### config.mk
export PLATFORM = sky130hd
export DESIGN_NAME = source_token_lexer
export DESIGN_NICKNAME = d
export VERILOG_FILES = /design/src/stl_pkg.sv /design/src/stl_front.sv /design/src/stl_queue.sv /design/src/stl_back.sv /design/src/source_token_lexer.sv
export SDC_FILE = /design/constraint.sdc
export NUM_CORES = 1
export LEC_CHECK = 0
export ABC_CLOCK_PERIOD_IN_PS = 9700
export BUFFER_PORTS_ARGS = -buffer_cell sky130_fd_sc_hd__buf_2
export CORE_MARGIN = 5
export CORE_UTILIZATION = 45
export DETAILED_ROUTE_END_ITERATION = 10
export SYNTH_ARGS = -nofsm -noshare
export SYNTH_HDL_FRONTEND = slang
export SYNTH_SLANG_ARGS = --single-unit
### constraint.sdc
create_clock -name clk -period 9.7 [get_ports clk]
set_input_delay 0.485 -clock clk [delete_from_list [all_inputs] [get_ports clk]]
set_output_delay 0.485 -clock clk [all_outputs]
set_load 0.02 [all_outputs]
### src/stl_pkg.sv
// ----------------------------------------------------------------------------
// stl_pkg: shared types and tables for the source token lexer
// Holds token kind codes, scanner modes, the queue entry format and the
// reserved-word tables used to narrow the keyword candidate mask.
// ----------------------------------------------------------------------------
package stl_pkg;

  localparam int unsigned MAX_IDENT_LEN_DEF = 255;
  localparam int unsigned QUEUE_DEPTH_DEF   = 4;
  localparam int unsigned NUM_KW            = 24;

  typedef logic [5:0] token_kind_t;

  localparam token_kind_t TK_NEWLINE  = 6'd0;
  localparam token_kind_t TK_EOF      = 6'd1;
  localparam token_kind_t TK_GT       = 6'd2;
  localparam token_kind_t TK_GE       = 6'd3;
  localparam token_kind_t TK_LT       = 6'd4;
  localparam token_kind_t TK_LE       = 6'd5;
  localparam token_kind_t TK_EQ       = 6'd6;
  localparam token_kind_t TK_NE       = 6'd7;
  localparam token_kind_t TK_SLASH    = 6'd8;
  localparam token_kind_t TK_LBRACKET = 6'd9;
  localparam token_kind_t TK_RBRACKET = 6'd10;
  localparam token_kind_t TK_LPAREN   = 6'd11;
  localparam token_kind_t TK_RPAREN   = 6'd12;
  localparam token_kind_t TK_PLUS     = 6'd13;
  localparam token_kind_t TK_MINUS    = 6'd14;
  localparam token_kind_t TK_STAR     = 6'd15;
  localparam token_kind_t TK_PERCENT  = 6'd16;
  localparam token_kind_t TK_COMMA    = 6'd17;
  localparam token_kind_t TK_COLON    = 6'd18;
  localparam token_kind_t TK_ASSIGN   = 6'd19;
  localparam token_kind_t TK_KEYWORD0 = 6'd20;
  localparam token_kind_t TK_REAL     = 6'd44;
  localparam token_kind_t TK_INTEGER  = 6'd45;
  localparam token_kind_t TK_IDENT    = 6'd46;
  localparam token_kind_t TK_RANGE    = 6'd47;
  localparam token_kind_t TK_DOT      = 6'd48;
  localparam token_kind_t TK_ERROR    = 6'd49;
  localparam token_kind_t TK_UNKNOWN  = 6'd50;

  typedef enum logic [3:0] {
    MODE_IDLE    = 4'd0,
    MODE_OP      = 4'd1,
    MODE_INT     = 4'd2,
    MODE_INT_DOT = 4'd3,
    MODE_REAL    = 4'd4,
    MODE_IDENT   = 4'd5,
    MODE_DOT     = 4'd6
  } scan_mode_t;

  typedef enum logic [1:0] {
    PEND_GT    = 2'd0,
    PEND_LT    = 2'd1,
    PEND_SLASH = 2'd2,
    PEND_COLON = 2'd3
  } pend_op_t;

  // One queue entry carries every token that a single input beat produced.
  typedef struct packed {
    logic        two;
    token_kind_t first;
    token_kind_t second;
  } tok_pair_t;

  function automatic logic is_digit(input logic [7:0] b);
    return (b >= "0") && (b <= "9");
  endfunction

  function automatic logic is_letter(input logic [7:0] b);
    return ((b >= "a") && (b <= "z")) || ((b >= "A") && (b <= "Z")) || (b == "_");
  endfunction

  // Reserved words, padded to eight characters; character 0 is the top byte.
  function automatic logic [63:0] kw_word(input logic [4:0] k);
    logic [63:0] w;
    unique case (k)
      5'd0:    w = "and     ";
      5'd1:    w = "or      ";
      5'd2:    w = "xor     ";
      5'd3:    w = "if      ";
      5'd4:    w = "then    ";
      5'd5:    w = "else    ";
      5'd6:    w = "true    ";
      5'd7:    w = "false   ";
      5'd8:    w = "var     ";
      5'd9:    w = "type    ";
      5'd10:   w = "routine ";
      5'd11:   w = "return  ";
      5'd12:   w = "is      ";
      5'd13:   w = "in      ";
      5'd14:   w = "reverse ";
      5'd15:   w = "for     ";
      5'd16:   w = "while   ";
      5'd17:   w = "loop    ";
      5'd18:   w = "end     ";
      5'd19:   w = "record  ";
      5'd20:   w = "array   ";
      5'd21:   w = "integer ";
      5'd22:   w = "real    ";
      5'd23:   w = "boolean ";
      default: w = 64'h0;
    endcase
    return w;
  endfunction

  function automatic logic [3:0] kw_len(input logic [4:0] k);
    logic [3:0] n;
    unique case (k)
      5'd0, 5'd2, 5'd8, 5'd15, 5'd18:                n = 4'd3;
      5'd1, 5'd3, 5'd12, 5'd13:                      n = 4'd2;
      5'd4, 5'd5, 5'd6, 5'd9, 5'd17, 5'd22:          n = 4'd4;
      5'd7, 5'd16, 5'd20:                            n = 4'd5;
      5'd11, 5'd19:                                  n = 4'd6;
      5'd10, 5'd14, 5'd21, 5'd23:                    n = 4'd7;
      default:                                       n = 4'd0;
    endcase
    return n;
  endfunction

  function automatic logic [7:0] kw_char(input logic [4:0] k, input logic [2:0] pos);
    logic [63:0] w;
    w = kw_word(k);
    return w[63 - 8 * int'(pos) -: 8];
  endfunction

  // Narrow the candidate mask with the character at position pos.
  function automatic logic [NUM_KW-1:0] kw_step(input logic [NUM_KW-1:0] cand,
                                                input logic [7:0] pos,
                                                input logic [7:0] b);
    logic [NUM_KW-1:0] r;
    for (int k = 0; k < NUM_KW; k++) begin
      r[k] = cand[k] && (pos < {4'd0, kw_len(5'(k))}) && (kw_char(5'(k), pos[2:0]) == b);
    end
    return r;
  endfunction

  function automatic token_kind_t ident_kind(input logic [NUM_KW-1:0] cand,
                                             input logic [7:0] len);
    token_kind_t r;
    r = TK_IDENT;
    for (int k = NUM_KW - 1; k >= 0; k--) begin
      if (cand[k] && (len == {4'd0, kw_len(5'(k))})) begin
        r = TK_KEYWORD0 + 6'(k);
      end
    end
    return r;
  endfunction

  function automatic token_kind_t op_single(input pend_op_t p);
    token_kind_t r;
    unique case (p)
      PEND_GT:    r = TK_GT;
      PEND_LT:    r = TK_LT;
      PEND_SLASH: r = TK_SLASH;
      PEND_COLON: r = TK_COLON;
      default:    r = TK_GT;
    endcase
    return r;
  endfunction

  function automatic token_kind_t op_double(input pend_op_t p);
    token_kind_t r;
    unique case (p)
      PEND_GT:    r = TK_GE;
      PEND_LT:    r = TK_LE;
      PEND_SLASH: r = TK_NE;
      PEND_COLON: r = TK_ASSIGN;
      default:    r = TK_GE;
    endcase
    return r;
  endfunction

endpackage

### src/stl_front.sv
// ----------------------------------------------------------------------------
// stl_front: byte scanner
// Updates the scanner mode, keyword mask and identifier length for each
// accepted beat and produces the zero, one or two tokens that beat causes.
// ----------------------------------------------------------------------------
module stl_front #(
  parameter int unsigned MAX_IDENT_LEN = stl_pkg::MAX_IDENT_LEN_DEF
) (
  input  logic              clk,
  input  logic              rst,
  input  logic              accept,
  input  logic [7:0]        text_byte,
  input  logic              end_of_text,
  output logic              push,
  output stl_pkg::tok_pair_t push_data
);
  import stl_pkg::*;

  scan_mode_t        mode, mode_next;
  logic [NUM_KW-1:0] cand, cand_next;
  logic [7:0]        ilen, ilen_next;
  pend_op_t          pend, pend_next;

  logic        idle_emit, idle_pend_we, idle_ident;
  token_kind_t idle_kind;
  scan_mode_t  idle_mode;
  pend_op_t    idle_pend;

  logic        em_a, em_b, reproc;
  token_kind_t kind_a, kind_b;
  logic        is_dig, is_let, is_dotc;

  assign is_dig  = !end_of_text && is_digit(text_byte);
  assign is_let  = !end_of_text && is_letter(text_byte);
  assign is_dotc = !end_of_text && (text_byte == ".");

  // Classification of a byte seen from the idle mode.
  always_comb begin
    idle_emit    = 1'b1;
    idle_kind    = TK_UNKNOWN;
    idle_mode    = MODE_IDLE;
    idle_pend_we = 1'b0;
    idle_pend    = PEND_GT;
    idle_ident   = 1'b0;
    if (end_of_text) begin
      idle_kind = TK_EOF;
    end else begin
      unique case (text_byte)
        " ", "\t": idle_emit = 1'b0;
        "\n":      idle_kind = TK_NEWLINE;
        "[":       idle_kind = TK_LBRACKET;
        "]":       idle_kind = TK_RBRACKET;
        "(":       idle_kind = TK_LPAREN;
        ")":       idle_kind = TK_RPAREN;
        "=":       idle_kind = TK_EQ;
        "+":       idle_kind = TK_PLUS;
        "-":       idle_kind = TK_MINUS;
        "*":       idle_kind = TK_STAR;
        "%":       idle_kind = TK_PERCENT;
        ",":       idle_kind = TK_COMMA;
        ">": begin
          idle_emit = 1'b0; idle_mode = MODE_OP; idle_pend_we = 1'b1; idle_pend = PEND_GT;
        end
        "<": begin
          idle_emit = 1'b0; idle_mode = MODE_OP; idle_pend_we = 1'b1; idle_pend = PEND_LT;
        end
        "/": begin
          idle_emit = 1'b0; idle_mode = MODE_OP; idle_pend_we = 1'b1; idle_pend = PEND_SLASH;
        end
        ":": begin
          idle_emit = 1'b0; idle_mode = MODE_OP; idle_pend_we = 1'b1; idle_pend = PEND_COLON;
        end
        ".": begin
          idle_emit = 1'b0; idle_mode = MODE_DOT;
        end
        default: begin
          if (is_digit(text_byte)) begin
            idle_emit = 1'b0;
            idle_mode = MODE_INT;
          end else if (is_letter(text_byte)) begin
            idle_emit  = 1'b0;
            idle_mode  = MODE_IDENT;
            idle_ident = 1'b1;
          end
        end
      endcase
    end
  end

  // Mode-specific handling; a byte that ends a token is reprocessed as idle.
  always_comb begin
    mode_next = mode;
    cand_next = cand;
    ilen_next = ilen;
    pend_next = pend;
    em_a      = 1'b0;
    kind_a    = TK_NEWLINE;
    em_b      = 1'b0;
    kind_b    = TK_NEWLINE;
    reproc    = 1'b0;
    unique case (mode)
      MODE_OP: begin
        em_a = 1'b1;
        if (!end_of_text && (text_byte == "=")) begin
          kind_a    = op_double(pend);
          mode_next = MODE_IDLE;
        end else begin
          kind_a = op_single(pend);
          reproc = 1'b1;
        end
      end
      MODE_INT: begin
        if (is_dotc) begin
          mode_next = MODE_INT_DOT;
        end else if (!is_dig) begin
          em_a   = 1'b1;
          kind_a = TK_INTEGER;
          reproc = 1'b1;
        end
      end
      MODE_INT_DOT, MODE_REAL: begin
        if ((mode == MODE_INT_DOT) && is_dotc) begin
          em_a      = 1'b1;
          kind_a    = TK_INTEGER;
          em_b      = 1'b1;
          kind_b    = TK_RANGE;
          mode_next = MODE_IDLE;
        end else begin
          mode_next = MODE_REAL;
          if (is_dotc) begin
            em_a      = 1'b1;
            kind_a    = TK_ERROR;
            mode_next = MODE_IDLE;
          end else if (!is_dig) begin
            em_a   = 1'b1;
            kind_a = TK_REAL;
            reproc = 1'b1;
          end
        end
      end
      MODE_IDENT: begin
        if (is_let || is_dig) begin
          cand_next = kw_step(cand, ilen, text_byte);
          if (ilen < 8'(MAX_IDENT_LEN)) begin
            ilen_next = ilen + 8'd1;
          end
        end else begin
          em_a   = 1'b1;
          kind_a = ident_kind(cand, ilen);
          reproc = 1'b1;
        end
      end
      MODE_DOT: begin
        em_a = 1'b1;
        if (is_dotc) begin
          kind_a    = TK_RANGE;
          mode_next = MODE_IDLE;
        end else begin
          kind_a = TK_DOT;
          reproc = 1'b1;
        end
      end
      default: reproc = 1'b1;
    endcase
    if (reproc) begin
      em_b      = idle_emit;
      kind_b    = idle_kind;
      mode_next = idle_mode;
      if (idle_pend_we) begin
        pend_next = idle_pend;
      end
      if (idle_ident) begin
        cand_next = kw_step({NUM_KW{1'b1}}, 8'd0, text_byte);
        ilen_next = 8'd1;
      end
    end
  end

  assign push             = accept && (em_a || em_b);
  assign push_data.two    = em_a && em_b;
  assign push_data.first  = em_a ? kind_a : kind_b;
  assign push_data.second = kind_b;

  always_ff @(posedge clk) begin
    if (rst) begin
      mode <= MODE_IDLE;
      cand <= {NUM_KW{1'b1}};
      ilen <= 8'd0;
      pend <= PEND_GT;
    end else if (accept) begin
      mode <= mode_next;
      cand <= cand_next;
      ilen <= ilen_next;
      pend <= pend_next;
    end
  end

endmodule

### src/stl_queue.sv
// ----------------------------------------------------------------------------
// stl_queue: token pair queue
// Small FIFO that decouples the byte scanner from the token emitter.
// ----------------------------------------------------------------------------
module stl_queue #(
  parameter int unsigned DEPTH = stl_pkg::QUEUE_DEPTH_DEF
) (
  input  logic               clk,
  input  logic               rst,
  input  logic               push,
  input  stl_pkg::tok_pair_t push_data,
  output logic               full,
  input  logic               pop,
  output stl_pkg::tok_pair_t head,
  output logic               head_valid
);
  import stl_pkg::*;

  localparam int unsigned AW = (DEPTH > 1) ? $clog2(DEPTH) : 1;
  localparam int unsigned CW = $clog2(DEPTH + 1);

  tok_pair_t      mem [DEPTH];
  logic [AW-1:0]  wr_ptr, rd_ptr;
  logic [CW-1:0]  count;

  assign full       = (count == CW'(DEPTH));
  assign head_valid = (count != '0);
  assign head       = mem[rd_ptr];

  always_ff @(posedge clk) begin
    if (push) begin
      mem[wr_ptr] <= push_data;
    end
  end

  always_ff @(posedge clk) begin
    if (rst) begin
      wr_ptr <= '0;
      rd_ptr <= '0;
      count  <= '0;
    end else begin
      if (push) begin
        wr_ptr <= (wr_ptr == AW'(DEPTH - 1)) ? '0 : wr_ptr + AW'(1);
      end
      if (pop) begin
        rd_ptr <= (rd_ptr == AW'(DEPTH - 1)) ? '0 : rd_ptr + AW'(1);
      end
      if (push && !pop) begin
        count <= count + CW'(1);
      end else if (pop && !push) begin
        count <= count - CW'(1);
      end
    end
  end

endmodule

### src/stl_back.sv
// ----------------------------------------------------------------------------
// stl_back: token emitter
// Sends the tokens of each queue entry one beat at a time and marks the
// final token of every input beat.
// ----------------------------------------------------------------------------
module stl_back (
  input  logic                 clk,
  input  logic                 rst,
  input  stl_pkg::tok_pair_t   head,
  input  logic                 head_valid,
  output logic                 pop,
  output stl_pkg::token_kind_t token_kind,
  output logic                 last,
  output logic                 tok_valid,
  input  logic                 tok_ready
);
  import stl_pkg::*;

  logic second;

  assign tok_valid  = head_valid;
  assign token_kind = second ? head.second : head.first;
  assign last       = second || !head.two;
  assign pop        = tok_valid && tok_ready && last;

  always_ff @(posedge clk) begin
    if (rst) begin
      second <= 1'b0;
    end else if (tok_valid && tok_ready) begin
      second <= !last;
    end
  end

endmodule

### src/source_token_lexer.sv
// ----------------------------------------------------------------------------
// source_token_lexer: byte-serial source scanner
// Turns a stream of source bytes into token kind codes.
// ----------------------------------------------------------------------------
// Input channel (src_valid/src_ready): each beat carries one text_byte, or an
// end-of-text mark when end_of_text is high. Output channel
// (tok_valid/tok_ready): each beat carries one token_kind; last is high on
// the final token that one input beat produced. An input beat gives zero, one
// or two tokens, since the byte that ends a token is scanned again as the
// start of the next one.
// The tokens of a taken input beat are registered in the four-entry queue
// between scanner and emitter and offered from its head. Throughput: one
// input beat per cycle while the queue is not full; the scanner state
// updates on each taken beat. The output side sends one token per beat, so
// a two-token beat occupies the emitter for two output beats. The queue
// absorbs that and short receiver stalls; src_ready drops only on a full queue.
// Reset (rst, synchronous) returns the scanner to idle with an empty queue.
// While the receiver holds tok_ready low the current token stays on the port
// and scanning continues until the queue fills.
// ----------------------------------------------------------------------------
module source_token_lexer #(
  parameter int unsigned MAX_IDENT_LEN = stl_pkg::MAX_IDENT_LEN_DEF,
  parameter int unsigned QUEUE_DEPTH   = stl_pkg::QUEUE_DEPTH_DEF
) (
  input  logic                 clk,
  input  logic                 rst,
  input  logic                 src_valid,
  output logic                 src_ready,
  input  logic [7:0]           text_byte,
  input  logic                 end_of_text,
  output logic                 tok_valid,
  input  logic                 tok_ready,
  output stl_pkg::token_kind_t token_kind,
  output logic                 last
);
  import stl_pkg::*;

  logic      accept;
  logic      push, full, pop, head_valid;
  tok_pair_t push_data, head;

  // The scanner advances on every taken beat; readiness follows queue space.
  assign src_ready = !full;
  assign accept    = src_valid && src_ready;

  stl_front #(
    .MAX_IDENT_LEN(MAX_IDENT_LEN)
  ) u_front (
    .clk        (clk),
    .rst        (rst),
    .accept     (accept),
    .text_byte  (text_byte),
    .end_of_text(end_of_text),
    .push       (push),
    .push_data  (push_data)
  );

  stl_queue #(
    .DEPTH(QUEUE_DEPTH)
  ) u_queue (
    .clk       (clk),
    .rst       (rst),
    .push      (push),
    .push_data (push_data),
    .full      (full),
    .pop       (pop),
    .head      (head),
    .head_valid(head_valid)
  );

  stl_back u_back (
    .clk       (clk),
    .rst       (rst),
    .head      (head),
    .head_valid(head_valid),
    .pop       (pop),
    .token_kind(token_kind),
    .last      (last),
    .tok_valid (tok_valid),
    .tok_ready (tok_ready)
  );

  // The scanner never writes into a full queue.
  assert property (@(posedge clk) disable iff (rst) !(push && full))
    else $error("token pushed into full queue");

  // A beat that is not the last of its group is followed by its partner.
  assert property (@(posedge clk) disable iff (rst)
                   (tok_valid && tok_ready && !last) |=> tok_valid)
    else $error("second token of a pair missing");

  // Only defined token codes reach the output.
  assert property (@(posedge clk) disable iff (rst) tok_valid |-> (token_kind <= TK_UNKNOWN))
    else $error("token kind out of range");

endmodule

==> impl_results.md <==
* Synth unique cells at 90
* GRT met3 Usage at 0.0269
* Post-Syn Instances at 888
* Starting Density at 0.460
* Setup WS pre-CTS at 5.42 ns
* Top cell type's share of synthesized area at 0.205
* First-pass GRT wire length at 38.1 mm
* Warning count from the yosys run at 0
* Tightest Hold Check Type: input port to register
* Full die area at 0.0197 mm^2
* Share of layout cells above drive strength 1 at 0.116
* Post-route ant nets at 0
* Largest cells by area after synthesis: edfxtp_1, dfxtp_1, a21oi_1
* H-tree depth at 3
* Mapped Nets at approximately 920
* Final Total Pwr at 1.41 mW
* Wirelength, routed at between 20 and 25 mm
* Clock Pin Slew Worst Setup and Hold Paths at 0.07 ns
* Setup tns final at 0 ns
* # resized after CTS at 0
* Startpoint Class: input port
* Crit. Startpoint: text_byte[4]
* Dominant cell type by area after synthesis: edfxtp_1
* GRT Overall Usage at 0.244
* Clock Sinks at 99
* Clock buffer depth at 2
* Leakage at 2.76 nW
* Chip height at 140 um
* Post-CTS Hold Fix Bufs at 0
* Hold Slack at 0.473 ns
* Largest net degree at the start of global routing at 78
* Final Util at 0.489
* Primary FF master, synth: edfxtp_1
* Std cell rows at between 40 and 50
* Seq cells post-synth at 99
* Initial antenna violation count at 0
* Routed len/inst at 22.5 um
* Busiest grt layer: met2
* Vias/cell at 6.54
* Crit path arrival time at around 4.3 ns
* DRT iter0 DRCs at 783
* Worst r2r src: u_front.ilen[0]
* Slew headroom at 0.360
* Worst VDD drop at 112 uV
* Max cap viols at 0
* Die X at 140 um
* Syn_area_per_cell at between 8 and 9 um^2
* Fin crit period at 4.01 ns
* Final Hold Fails at 0
* First drt pass iteration count at 5
* Core region area at 0.0166 mm^2
* Worst-path fanout max at 38
* Clk root buf: clkbuf_16
* # DRC at 0
* Nets at 890
* Worst-Margin Slew at around 0.96 ns
* Worst Min Path Start: tok_ready
* Fmax at 250 MHz
* Worst EP required at ~10 ns
* Worst setup margin at 5.69 ns
* Post-CTS Setup Bufs at 0
* Worst Skew at 0.00892 ns
* Total vias in the final route at 7075
* Number of global-route vias before repair at 6757
* Setup violators final at 0
* WS Path Type: input port to register
* GPL Wtd Cong at around 1
* Final HPWL DP at 17.5 mm
* Cell Pwr Density at 174 mW/mm^2
* Final Max Slew Viols at 0
* Synthesized area at ~0.0076 mm^2
* Ys async rst share at 0
* Clk_lat worst skew at about 0.35 ns
* TritonCTS clock tree: done
* Status: completed
* Antenna cells at 0
* Seq/Total Area, Yosys at 0.328
* CTS Buf Count at 9
* # IOs at 22
* EDFF count, synth at 52
* Unrepaired setup endpoints after global routing: false
* GR Layer Usage met1 at 0.307
* Met2 GRT Util at 0.409
* Congestion Overflow GR at 0
* Area delta synth->final at 6.30%
* Crit. End Element: register
* Final Cycle Share at 0.413
* Input/output buffers at 21
[final timing paths]
path / slack (ns) / depth (start not counted) / to
worst max-delay path: 5.69 / 11 / u_queue.count[2]
worst min-delay path: 0.47 / 4 / u_back.second
worst max register to register: 5.72 / 10 / u_queue.mem[2][7]
worst min register to register: 0.49 / 2 / u_front.cand[3]
[stage by stage]
step,instance area [um^2],instances
after CTS,8110,1082
after global routing,8110,1082
after global placement,7800,1066
after detailed placement,7800,1066
after floorplan,7630,888
final,8110,1082
[registers in the layout, summed over array words and instances (netlist names), named ones only]
register,count
u_queue.rd_ptr,2
u_front.cand,24
u_back.second,1
u_queue.mem,52
u_front.mode,3
u_queue.count,3
u_front.ilen,8
u_queue.wr_ptr,2
u_front.pend,2
[critical path: stages]
cell and delay [ns]:
buf_2 0.34, or4b_4 0.68, nor4_4 0.59, nand3_1 0.43
a31oi_4 0.39, ha_1 0.24, inv_1 0.07, fa_1 0.42
xor2_1 0.18, or3_1 0.31, a21oi_1 0.13
[cells by family (layout without fill, tap and decap cells)]
logic type,count (synthesis),in the layout,share of synthesized area
AOI/OAI and AO/OA,275,275,0.253
buffers and inverters,106,80,0.0546
muxes,30,30,0.0628
DFF,99,99,0.328
and+or+nand+nor,306,306,0.208
xor gates and xnor gates,52,52,0.0597
adders and majority gates,20,20,0.0338
[power breakdown]
group          internal [mW]  total, mW  switching (mW)
registers              0.525      0.570          0.0455
clock network          0.202      0.361           0.159
logic                  0.190      0.476           0.286
[Yosys cell counts (14+ instances only)]
cell	count
a21oi_1	65
a31oi_1	16
buf_1	14
clkbuf_1	53
dfxtp_1	47
edfxtp_1	52
ha_1	19
inv_1	28
nand2_1	78
nand3_1	26
nor2_1	63
nor2b_1	23
nor3_1	28
o21ai_0	65
xnor2_1	34
xor2_1	18
[metal layers]
layer,share of wire,up-vias
met1,0.40,3423
met4,0.053,0
met5,0,-
li1,-,3276
met2,0.49,308
met3,0.058,68
[cell type report]
| type | instances | area [um^2] |
|---|---|---|
| fillers | 1645 | 8480 |
| multi-input cells | 683 | 4710 |
| flip-flops and latches | 99 | 2500 |
| well taps | 220 | 275 |
| clock buffers | 9 | 225 |
| repair buffers | 35 | 210 |
| inverters | 29 | 109 |
| clock inverters | 7 | 76.3 |
[cell usage in the layout (no fill, tap or decap), drive strengths merged, types with 28 or more instances in the layout]
master	Yosys	routed
a21oi	65	65
buf	24	35
dfxtp	47	47
edfxtp	52	52
inv	28	30
nand2	78	78
nor2	63	63
nor3	28	28
o21ai	67	67
xnor2	34	34
(Power assumes the default switching activity.)
